`src/sv/ppbr_pkg.sv`:
```
// Shared constants and codes for the packed pixel to BGRA rotator.
// No dependencies; imported by the top level and its checker.
package ppbr_pkg;

  localparam int MAX_DIM       = 127;
  localparam int BUFFER_PIXELS = 2048;

  localparam int MODEL_W  = 2;
  localparam int DIM_W    = 7;
  localparam int HDIM_W   = 8;
  localparam int PIX_W    = 11;
  localparam int IN_DW    = 40;
  localparam int OUT_DW   = 40;
  localparam int ADDR_W   = 4;
  localparam int APB_DW   = 32;

  // register indexes (byte address = 4 * index)
  localparam logic [1:0] REG_SENSOR_MODEL = 2'd0;
  localparam logic [1:0] REG_FRAME_WIDTH  = 2'd1;
  localparam logic [1:0] REG_FRAME_HEIGHT = 2'd2;

  // sensor orientations; the unused code behaves as rotated
  localparam logic [MODEL_W-1:0] MODEL_ROTATED = 2'd0;
  localparam logic [MODEL_W-1:0] MODEL_DIRECT  = 2'd1;
  localparam logic [MODEL_W-1:0] MODEL_FLIPPED = 2'd2;

  // input opcodes and result kinds
  localparam logic OP_HEADER   = 1'b0;
  localparam logic OP_PIXEL    = 1'b1;
  localparam logic KIND_HEADER = 1'b0;
  localparam logic KIND_PIXEL  = 1'b1;

  // header modes
  localparam logic [HDIM_W-1:0] MODE_AREA = 8'd1;
  localparam logic [HDIM_W-1:0] MODE_LINE = 8'd3;

endpackage

```
`src/sv/packed_pixel_to_bgra_rotator_top.sv`:
```
// Path from input request to out_tvalid: input register, then result register.
// Throughput: one request per cycle unless a result stalls; one input request can wait then.
// Colour split and slot mapping sit between the two registers; slot uses one 11x11 multiply.
// Reset (rst_n low, synchronous): pipeline empty, counters zero, no frame accepted,
// sensor_model 0, frame_width 1, frame_height 1.
// Depends on ppbr_pkg.
module packed_pixel_to_bgra_rotator_top
  import ppbr_pkg::*;
(
  input  logic              clk,
  input  logic              rst_n,
  // configuration
  input  logic              cfg_psel,
  input  logic              cfg_penable,
  input  logic              cfg_pwrite,
  input  logic [ADDR_W-1:0] cfg_paddr,
  input  logic [APB_DW-1:0] cfg_pwdata,
  output logic [APB_DW-1:0] cfg_prdata,
  output logic              cfg_pready,
  // input stream
  input  logic              in_tvalid,
  output logic              in_tready,
  // header_mode[7:0], dim_first[15:8], dim_second[23:16],
  // byte_first[31:24], byte_second[39:32]
  input  logic [IN_DW-1:0]  in_tdata,
  input  logic              in_tuser,   // opcode
  // result stream
  output logic              out_tvalid,
  input  logic              out_tready,
  // header_match[0], pixel_index[11:1], blue_out[19:12], green_out[27:20],
  // red_out[35:28], zero[39:36]
  output logic [OUT_DW-1:0] out_tdata,
  output logic              out_tuser,  // result_kind
  output logic              out_tlast   // last_pixel
);

  localparam logic [16:0] BUF_LIMIT = 17'(BUFFER_PIXELS);
  localparam logic [HDIM_W-1:0] DIM_LIMIT = HDIM_W'(MAX_DIM);

  // configuration registers
  logic [MODEL_W-1:0] sensor_model_r;
  logic [DIM_W-1:0]   frame_width_r;
  logic [DIM_W-1:0]   frame_height_r;
  logic               cfg_wr;

  assign cfg_pready = 1'b1;
  assign cfg_wr     = cfg_psel & cfg_penable & cfg_pwrite & cfg_pready;

  always_ff @(posedge clk) begin
    if (!rst_n) begin
      sensor_model_r <= MODEL_ROTATED;
      frame_width_r  <= DIM_W'(1);
      frame_height_r <= DIM_W'(1);
    end else if (cfg_wr) begin
      case (cfg_paddr[3:2])
        REG_SENSOR_MODEL: sensor_model_r <= cfg_pwdata[MODEL_W-1:0];
        REG_FRAME_WIDTH:  frame_width_r  <= cfg_pwdata[DIM_W-1:0];
        REG_FRAME_HEIGHT: frame_height_r <= cfg_pwdata[DIM_W-1:0];
        default: ;
      endcase
    end
  end

  always_comb begin
    case (cfg_paddr[3:2])
      REG_SENSOR_MODEL: cfg_prdata = APB_DW'(sensor_model_r);
      REG_FRAME_WIDTH:  cfg_prdata = APB_DW'(frame_width_r);
      REG_FRAME_HEIGHT: cfg_prdata = APB_DW'(frame_height_r);
      default:          cfg_prdata = '0;
    endcase
  end

  // input register
  logic              in_valid_r;
  logic              in_op_r;
  logic [IN_DW-1:0]  in_data_r;
  logic              advance;

  // result register
  logic              out_valid_r;
  logic [OUT_DW-1:0] out_data_r;
  logic              out_kind_r;
  logic              out_last_r;

  // frame state
  logic [DIM_W-1:0]  column_count_r, column_count_nxt;
  logic [DIM_W-1:0]  row_count_r, row_count_nxt;
  logic              frame_accepted_r, frame_accepted_nxt;

  assign advance   = in_valid_r & (~out_valid_r | out_tready);
  assign in_tready = ~in_valid_r | advance;

  always_ff @(posedge clk) begin
    if (!rst_n) begin
      in_valid_r <= 1'b0;
    end else if (in_tready) begin
      in_valid_r <= in_tvalid;
    end
  end

  always_ff @(posedge clk) begin
    if (in_tvalid && in_tready) begin
      in_op_r   <= in_tuser;
      in_data_r <= in_tdata;
    end
  end

  // field split
  logic [HDIM_W-1:0] header_mode, dim_first, dim_second, byte_first, byte_second;
  assign header_mode = in_data_r[7:0];
  assign dim_first   = in_data_r[15:8];
  assign dim_second  = in_data_r[23:16];
  assign byte_first  = in_data_r[31:24];
  assign byte_second = in_data_r[39:32];

  // header check; rotated sensor reports height first
  logic              swap_dims;
  logic [HDIM_W-1:0] hdr_w, hdr_h, cfg_mode;
  logic [15:0]       hdr_area;
  logic              hdr_match;

  assign swap_dims = (sensor_model_r != MODEL_DIRECT) && (sensor_model_r != MODEL_FLIPPED);
  assign hdr_w     = swap_dims ? dim_second : dim_first;
  assign hdr_h     = swap_dims ? dim_first  : dim_second;
  assign cfg_mode  = (frame_height_r == DIM_W'(1)) ? MODE_LINE : MODE_AREA;
  assign hdr_area  = 16'(hdr_w) * 16'(hdr_h);
  assign hdr_match = (header_mode == cfg_mode)
                   && (hdr_w == HDIM_W'(frame_width_r))
                   && (hdr_h == HDIM_W'(frame_height_r))
                   && (hdr_w <= DIM_LIMIT) && (hdr_h <= DIM_LIMIT)
                   && ({1'b0, hdr_area} <= BUF_LIMIT);

  // slot = mul_a * mul_b + mul_c, all modulo 2^11
  logic [PIX_W-1:0]   col_x, row_x, fw_x, fh_x, col_rev, row_rev;
  logic [PIX_W-1:0]   mul_a, mul_b, mul_c, slot;
  logic [2*PIX_W-1:0] mul_p;

  assign col_x   = PIX_W'(column_count_r);
  assign row_x   = PIX_W'(row_count_r);
  assign fw_x    = PIX_W'(frame_width_r);
  assign fh_x    = PIX_W'(frame_height_r);
  assign col_rev = fw_x - PIX_W'(1) - col_x;
  assign row_rev = fh_x - PIX_W'(1) - row_x;

  always_comb begin
    case (sensor_model_r)
      MODEL_DIRECT: begin
        mul_a = col_x;   mul_b = fh_x; mul_c = row_x;
      end
      MODEL_FLIPPED: begin
        mul_a = col_rev; mul_b = fh_x; mul_c = row_rev;
      end
      default: begin
        mul_a = row_x;   mul_b = fw_x; mul_c = col_rev;
      end
    endcase
  end

  assign mul_p = (2*PIX_W)'(mul_a) * (2*PIX_W)'(mul_b);
  assign slot  = mul_p[PIX_W-1:0] + mul_c;

  // colour split
  logic [7:0] red, green, blue;
  assign red   = byte_first & 8'hF8;
  assign green = {byte_first[2:0], byte_second[7:3]};
  assign blue  = {byte_second[4:0], 3'b000};

  // counters: row runs fastest (column-major arrival)
  logic [DIM_W:0] row_inc, col_inc;
  logic           row_wrap, col_wrap;
  logic           is_pixel_out;

  assign row_inc      = {1'b0, row_count_r} + (DIM_W+1)'(1);
  assign col_inc      = {1'b0, column_count_r} + (DIM_W+1)'(1);
  assign row_wrap     = row_inc >= {1'b0, frame_height_r};
  assign col_wrap     = col_inc >= {1'b0, frame_width_r};
  assign is_pixel_out = (in_op_r == OP_PIXEL) && frame_accepted_r;

  always_comb begin
    column_count_nxt   = column_count_r;
    row_count_nxt      = row_count_r;
    frame_accepted_nxt = frame_accepted_r;
    if (advance) begin
      if (in_op_r == OP_HEADER) begin
        column_count_nxt   = '0;
        row_count_nxt      = '0;
        frame_accepted_nxt = hdr_match && (hdr_w != '0) && (hdr_h != '0);
      end else if (frame_accepted_r) begin
        if (row_wrap) begin
          row_count_nxt = '0;
          if (col_wrap) begin
            column_count_nxt   = '0;
            frame_accepted_nxt = 1'b0;
          end else begin
            column_count_nxt = col_inc[DIM_W-1:0];
          end
        end else begin
          row_count_nxt = row_inc[DIM_W-1:0];
        end
      end
    end
  end

  always_ff @(posedge clk) begin
    if (!rst_n) begin
      column_count_r   <= '0;
      row_count_r      <= '0;
      frame_accepted_r <= 1'b0;
      out_valid_r      <= 1'b0;
    end else begin
      column_count_r   <= column_count_nxt;
      row_count_r      <= row_count_nxt;
      frame_accepted_r <= frame_accepted_nxt;
      if (advance) begin
        out_valid_r <= (in_op_r == OP_HEADER) || frame_accepted_r;
      end else if (out_tready) begin
        out_valid_r <= 1'b0;
      end
    end
  end

  always_ff @(posedge clk) begin
    if (advance) begin
      if (is_pixel_out) begin
        out_kind_r <= KIND_PIXEL;
        out_last_r <= row_wrap & col_wrap;
        out_data_r <= {4'b0000, red, green, blue, slot, 1'b1};
      end else begin
        out_kind_r <= KIND_HEADER;
        out_last_r <= 1'b0;
        out_data_r <= {(OUT_DW-1)'(0), hdr_match};
      end
    end
  end

  assign out_tvalid = out_valid_r;
  assign out_tdata  = out_data_r;
  assign out_tuser  = out_kind_r;
  assign out_tlast  = out_last_r;

endmodule

```
`config.mk`:
```
export PLATFORM = sky130hd
export DESIGN_NAME = packed_pixel_to_bgra_rotator_top
export DESIGN_NICKNAME = d
export VERILOG_FILES = /design/src/sv/ppbr_pkg.sv /design/src/sv/packed_pixel_to_bgra_rotator_top.sv
export SDC_FILE = /design/constraint.sdc
export NUM_CORES = 1
export LEC_CHECK = 0
export ABC_CLOCK_PERIOD_IN_PS = 6400
export BUFFER_PORTS_ARGS = -buffer_cell sky130_fd_sc_hd__buf_2
export CAP_MARGIN = 25
export CORE_MARGIN = 3
export CORE_UTILIZATION = 25
export CTS_CLUSTER_SIZE = 24
export DETAILED_ROUTE_END_ITERATION = 10
export PLACE_DENSITY = 0.45
export SLEW_MARGIN = 10
export SYNTH_ARGS = -nofsm -noshare
export SYNTH_HDL_FRONTEND = slang
export SYNTH_SLANG_ARGS = --single-unit
```
`constraint.sdc`:
```
create_clock -name clk -period 6.4 [get_ports clk]
set_clock_uncertainty 0.2 [all_clocks]
set_input_delay 0.96 -clock clk [delete_from_list [all_inputs] [get_ports clk]]
set_output_delay 0.96 -clock clk [all_outputs]
set_load 0.01 [all_outputs]
```
# Yosys cells after proc, flatten, opt, wreduce, memory -nomap -nowiden
# Index checks and enable logic that the tools add are counted.
[classes] addsub=7 mul=2 order_cmp=5 n_eq_ne=12 mux=21 bitwise_logic=9 n_reduce_logical=21
[ops] operator="$mux W7" count=8
[ops] operator="$pmux W11 S2" count=2
[ops] operator="$pmux W7 S3" count=1
[ops] operator="$sub A8 B8 Y9" count=2
[ops] operator="$add A7 B1 Y8 const B" count=2
[ops] operator="$eq A8 B7 Y1" count=2
[ops] operator="$ge A8 B7 Y1" count=2
[ops] operator="$le A16 B12 Y1 const B" count=1
[ops] operator="$le A8 B7 Y1 const B" count=2
[ops] operator="$mul A8 B8 Y16" count=1
[ops] operator="$mux W8" count=2
[ops] operator="$reduce_bool A8 Y1" count=2
[ops] operator="$sub A7 B1 Y8 const B" count=2
[ops] operator="$add A11 B11 Y11" count=1
[ops] operator="$mul A11 B11 Y11" count=1
[ops] operator="$logic_and A1 B1 Y1" count=10
[ops] operator="$eq A8 B2 Y1" count=1
[ops] operator="$reduce_and A2 Y1" count=4
[ops] operator="$eq A7 B1 Y1 const B" count=1
[ops] operator="$mux W1" count=7
[ops] operator="$ne A2 B1 Y1 const B" count=3
[ops] operator="$and A1 B1 Y1" count=4
[ops] operator="$eq A2 B1 Y1 const B" count=2
[ops] operator="$eq A2 B2 Y1 const B" count=2
[ops] operator="other kinds (9)" count=12
[totals] ff_bits=116 out_inout_bits=77 elab_cells=92

# Longest topological paths before layout
[depth] depth_word=12 ltp_mapped=27 mapped_depth_nobuf=27

# Worst setup path before layout
# OpenSTA, ideal clock, no wires.
[synth_timing] path_kind="reg2reg" from="register frame_width_r[0]" to="register out_data_r[11] (netlist: out_tdata[11]), data pin" t_arrival_ns=6.233 path_slack_ns=-0.299 path_stages_with_launch=26 n_path_buf=0 cell_sequence="dfxtp_1 -> inv_1 -> ha_1 -> xor2_1 -> ha_1 -> o21a_1 -> o31a_1 -> o31a_1 -> o311ai_1 -> o21ai_0 -> or2_2 -> fa_1 -> fa_1 -> inv_1 -> fa_1 -> inv_1 -> fa_1 -> inv_1 -> ha_1 -> o2111ai_1 -> nand3_1 -> o41ai_1 -> xor2_1 -> xnor3_2 -> xnor3_1 -> nor2_1"
[synth_via] elab_chain_len=5 word_cells_on_any_way=7
[synth_rtl] item="from (decl)" line="packed_pixel_to_bgra_rotator_top.sv:42" text="logic [DIM_W-1:0] frame_width_r;"
[synth_rtl] item="from (signal assigned)" line="packed_pixel_to_bgra_rotator_top.sv:57" text="REG_FRAME_WIDTH: frame_width_r <= cfg_pwdata[DIM_W-1:0];"
[synth_rtl] item="$sub A7 B1 Y8" line="packed_pixel_to_bgra_rotator_top.sv:142" text="assign col_rev = fw_x - PIX_W'(1) - col_x;"
[synth_rtl] item="$sub A8 B8 Y9" line="packed_pixel_to_bgra_rotator_top.sv:142"
[synth_rtl] item="$pmux W11 S2" line="packed_pixel_to_bgra_rotator_top.sv:146" text="case (sensor_model_r)"
[synth_rtl] item="$mul A11 B11 Y11" line="packed_pixel_to_bgra_rotator_top.sv:159" text="assign mul_p = (2*PIX_W)'(mul_a) * (2*PIX_W)'(mul_b);"
[synth_rtl] item="$add A11 B11 Y11 (*)" line="packed_pixel_to_bgra_rotator_top.sv:160" text="assign slot = mul_p[PIX_W-1:0] + mul_c;"
[synth_rtl] item="to (signal assigned)" line="packed_pixel_to_bgra_rotator_top.sv:227" text="out_data_r <= {4'b0000, red, green, blue, slot, 1'b1};"
[synth_rtl] item="to (signal assigned)" line="packed_pixel_to_bgra_rotator_top.sv:231" text="out_data_r <= {(OUT_DW-1)'(0), hdr_match};"
[synth_rtl] item="to (decl)" line="packed_pixel_to_bgra_rotator_top.sv:81" text="logic [OUT_DW-1:0] out_data_r;"
# Mark *: on every way between the ends. The rest lies on a longest branch, timed or not.
# A chain may end at the register's enable or synchronous reset.

# Worst setup path in the final report
[layout_timing] from="register frame_width_r[1]" to="register out_data_r[11] (netlist: out_tdata[11]), data pin"
# The elaborated chain is that of the path after synthesis.

==> summary.md <==
| Metric | Value |
|---|---|
| Status | `finished with violations` |
| Failing checks | `negative setup slack` |
| N_diodes | `0` |
| CP arrival | `~6300 ps` |
| ANT nets after route | `0` |
| Rel. slew slack | `0.4912` |
| Ys Warns | `0` |
| Post-Syn Area | `a little over 0.01 mm²` |
| Post-synth top flop | `edfxtp_1` |
| Pwr/cell area | `185.3 mW/mm²` |
| Clk Latency, worst-skew pair | `approximately 380 ps` |
| Detailed-route vias per instance | `about 4.5` |
| Starting Density | `0.2564` |
| Final period util | `1.003` |
| Min-delay worst type | `reg -> reg` |
| Cells after DPL | `1,804` |
| DR iter-0 viols | `378` |
| Largest family of logic cells by synthesized area | `adder cells` |
| Post-synth EDFFs | `between 70 and 80` |
| Nets | `1,544` |
| Max IR drop VDD | `~0.13 mV` |
| Netlist cell types | `76` |
| Worst slew pin tran | `roughly 760 ps` |
| Static leakage | `5.527 nW` |
| Post-synthesis register bit count | `104` |
| Post-Synth XOR/XNOR Area | `0.05294` |
| Synth Area in Compound Gates | `0.1138` |
| Area growth syn-to-layout | `22.93%` |
| Startpoint class of the critical path | `register` |
| Asr flop ratio synth | `0` |
| H-tree depth | `3` |
| Mapped Cells | `1,110` |
| GRT Util Overall | `0.1357` |
| WL/cell | `~16 µm` |
| CTS sink count | `~100` |
| First-pass GRT wire length | `roughly 47,000 µm` |
| Detailed-route via count | `slightly above 8,000` |
| Die ar. | `0.04369 mm²` |
| Finished Layout Cells | `between 1,500 and 2,000` |
| Post-Synth Adder-Cell Area | `0.2519` |
| Vias in the first global route | `about 8,600` |
| Multiplexer share of the synthesized area | `0.04675` |
| # setup viols final | `1` |
| Dpl ws | `-421.7 ps` |
| Clock-pin slew on the worst setup and hold paths | `80 ps` |
| Worst setup slack after layout | `-19.92 ps` |
| # rows | `73` |
| CTS tree | `built` |
| GR Overflow Total | `0` |
| FMAX | `155.8 MHz` |
| Worst Path Required | `between 6000 and 7000 ps` |
| Final wirelength | `slightly below 30,000 µm` |
| Core Box Area | `roughly 0.040 mm²` |
| Post-detail-place hpwl | `between 20,000 and 25,000 µm` |
| IO buf count | `97` |
| Layout cell share with drive strength beyond 1 | `0.2335` |
| Initial antenna violation count | `0` |
| Final hold vios | `0` |
| Die Ht | `between 200 and 250 µm` |
| Crit path kind | `reg -> reg` |
| Setup crit end kind | `register` |
| Pin count of the biggest net entering global routing | `42` |
| DR pass1 iterations | `7` |
| CTS buffer count | `9` |
| Minimum clock period | `~6400 ps` |
| Max cap viols | `0` |
| CP Max Fanout | `3` |
| Io pins | `around 160` |
| Routability Congestion | `0.8614` |
| Seq/Total Area, Yosys | `0.2710` |
| Clk buf depth | `2` |
| Final Max Slew Viols | `0` |
| Simple-gate share of the synthesized area | `0.1634` |
| RSZ-0062 raised after global routing | `true` |
| Die Wd | `around 210 µm` |
| CTS Root Cell | `clkbuf_16` |
| Mean Syn Cell Area | `roughly 9.3 µm²` |
| DRC | `0` |
Yosys cell counts, types with 3 or more instances:
master | instances | area (µm²)
nor3b_1 | 4 | 30.03
buf_4 | 40 | 300.3
nor2_1 | 72 | 270.3
or2_2 | 3 | 18.77
or3_1 | 5 | 31.28
nand2b_1 | 14 | 87.58
o2111ai_1 | 4 | 35.03
nand3b_1 | 3 | 22.52
ha_1 | 89 | 1114
a22o_1 | 5 | 43.79
a31oi_1 | 6 | 37.54
nand3_1 | 23 | 115.1
a21oi_1 | 15 | 75.07
buf_2 | 3 | 15.01
mux2_2 | 11 | 123.9
o21ai_1 | 10 | 50.05
and3_1 | 24 | 150.1
a32oi_1 | 5 | 43.79
o21bai_1 | 3 | 22.52
clkbuf_1 | 25 | 93.84
edfxtp_1 | 71 | 2132
o22ai_1 | 6 | 37.54
a21boi_0 | 8 | 60.06
o311ai_1 | 4 | 35.03
nor3_1 | 17 | 85.08
nor2b_1 | 29 | 181.4
and2_1 | 16 | 100.1
o21ai_0 | 33 | 165.2
a21o_1 | 15 | 112.6
o21a_1 | 8 | 60.06
o211ai_1 | 11 | 82.58
nor4_1 | 9 | 56.30
buf_1 | 3 | 11.26
fa_1 | 74 | 1481
nand4_1 | 8 | 50.05
and4_1 | 3 | 26.28
xor2_1 | 15 | 131.4
xnor2_1 | 42 | 367.9
nand2_1 | 97 | 364.1
a211oi_1 | 8 | 60.06
dfxtp_1 | 33 | 660.6
mux2i_1 | 33 | 330.3
o31a_1 | 4 | 35.03
inv_1 | 157 | 589.3
power breakdown:
group | switching, W | leakage, nW | internal (W) | total, W
Combinational | 0.000565 | 4.43 | 0.000423 | 0.000988
Sequential | 0.0000145 | 0.948 | 0.000742 | 0.000757
Clock | 0.000318 | 0.153 | 0.000285 | 0.000603
per-layer routing:
layer	vias to the layer above	track usage	share of wire
met1	3941	0.1645	0.43
met2	108	0.2443	0.51
met4	0	0.04319	0.026
met5	-	0	0
li1	4067	-	-
met3	29	0.02297	0.030
logic make-up (layout without fill, tap and decap cells):
kind of cell             after synthesis  after routing
buffers and inverters                230            388
XOR/XNOR                              59             59
AO/OA/AOI/OAI                        168            168
flip-flops                           104            104
other                                  2             36
AND/OR/NAND/NOR                      338            338
multiplexers                          46             46
adder cells (fa/ha/maj)              163            163
registers in the layout, indices dropped and copies added (netlist names), 2 cells and up:
name            cells
row_count_r         7
sensor_model_r      2
frame_width_r       7
out_tdata          28
column_count_r      7
in_data_r          40
frame_height_r      7
cell type report:
| class | instances | area, µm² |
|---|---|---|
| flip-flops and latches | 104 | 2800 |
| fillers | 4284 | 27520 |
| inverters | 158 | 595.6 |
| multi-input cells | 810 | 6898 |
| clock buffers | 9 | 225.2 |
| repair buffers | 214 | 1401 |
| clock inverters | 7 | 88.84 |
| well taps | 525 | 656.9 |
per-stage QoR:
stage	power [W]	TNS, ps	utilization	instance area, µm²	hold WS [ps]
floorplan	0.001481	0	-	10500	267.0
global placement	0.001724	-304.6	0.3002	12070	299.9
detailed placement	0.001728	-421.7	0.3002	12070	298.8
CTS	0.002361	-222.3	0.3120	12540	312.5
global route	0.002542	-342.5	0.3152	12670	356.7
finish	0.002348	-19.92	0.3152	12670	309.3
cell usage in the layout (no fill, tap or decap), types with 33 or more instances in the layout:
cell,Yosys,routed
nor2_1,72,70
buf_4,40,114
xnor2_1,42,39
ha_1,89,82
fa_1,74,73
mux2i_1,33,33
inv_1,157,151
edfxtp_1,71,71
buf_2,3,97
nand2_1,97,96
conb_1,2,36
what timing repair did:
| item | CTS | global route |
|---|---|---|
| resized for setup | 26 | 21 |
| setup buffers | 6 | 0 |
| endpoints found under the setup margin | 1 | 4 |
| pin swaps | 29 | 11 |
| hold buffers | 0 | 0 |
worst max-delay path, cell delays in order, from the launching register on:
cell	delay, ps
dfxtp_2	340
inv_2	50
ha_4	270
inv_4	40
ha_4	200
nor2b_4	120
o31a_1	310
o31a_1	310
o311ai_4	300
o21ai_2	110
buf_4	160
buf_4	130
or2_1	220
fa_1	470
fa_1	580
fa_1	440
fa_1	510
inv_1	50
ha_2	320
nor2_1	50
nor2_2	150
o41ai_4	100
xor2_1	170
xnor3_2	260
xnor3_1	250
nor2_1	60
worst paths after layout:
path / from / to / slack (ps) / depth (start not counted)
setup reg to reg: frame_width_r[1] / out_tdata[11] / -20 / 25
hold / removal: column_count_r[5] / column_count_r[5] / 310 / 2
setup / recovery: frame_width_r[1] / out_tdata[11] / -20 / 25
hold reg to reg: column_count_r[5] / column_count_r[5] / 310 / 2
No activity file was read; power rests on OpenSTA's default activity.
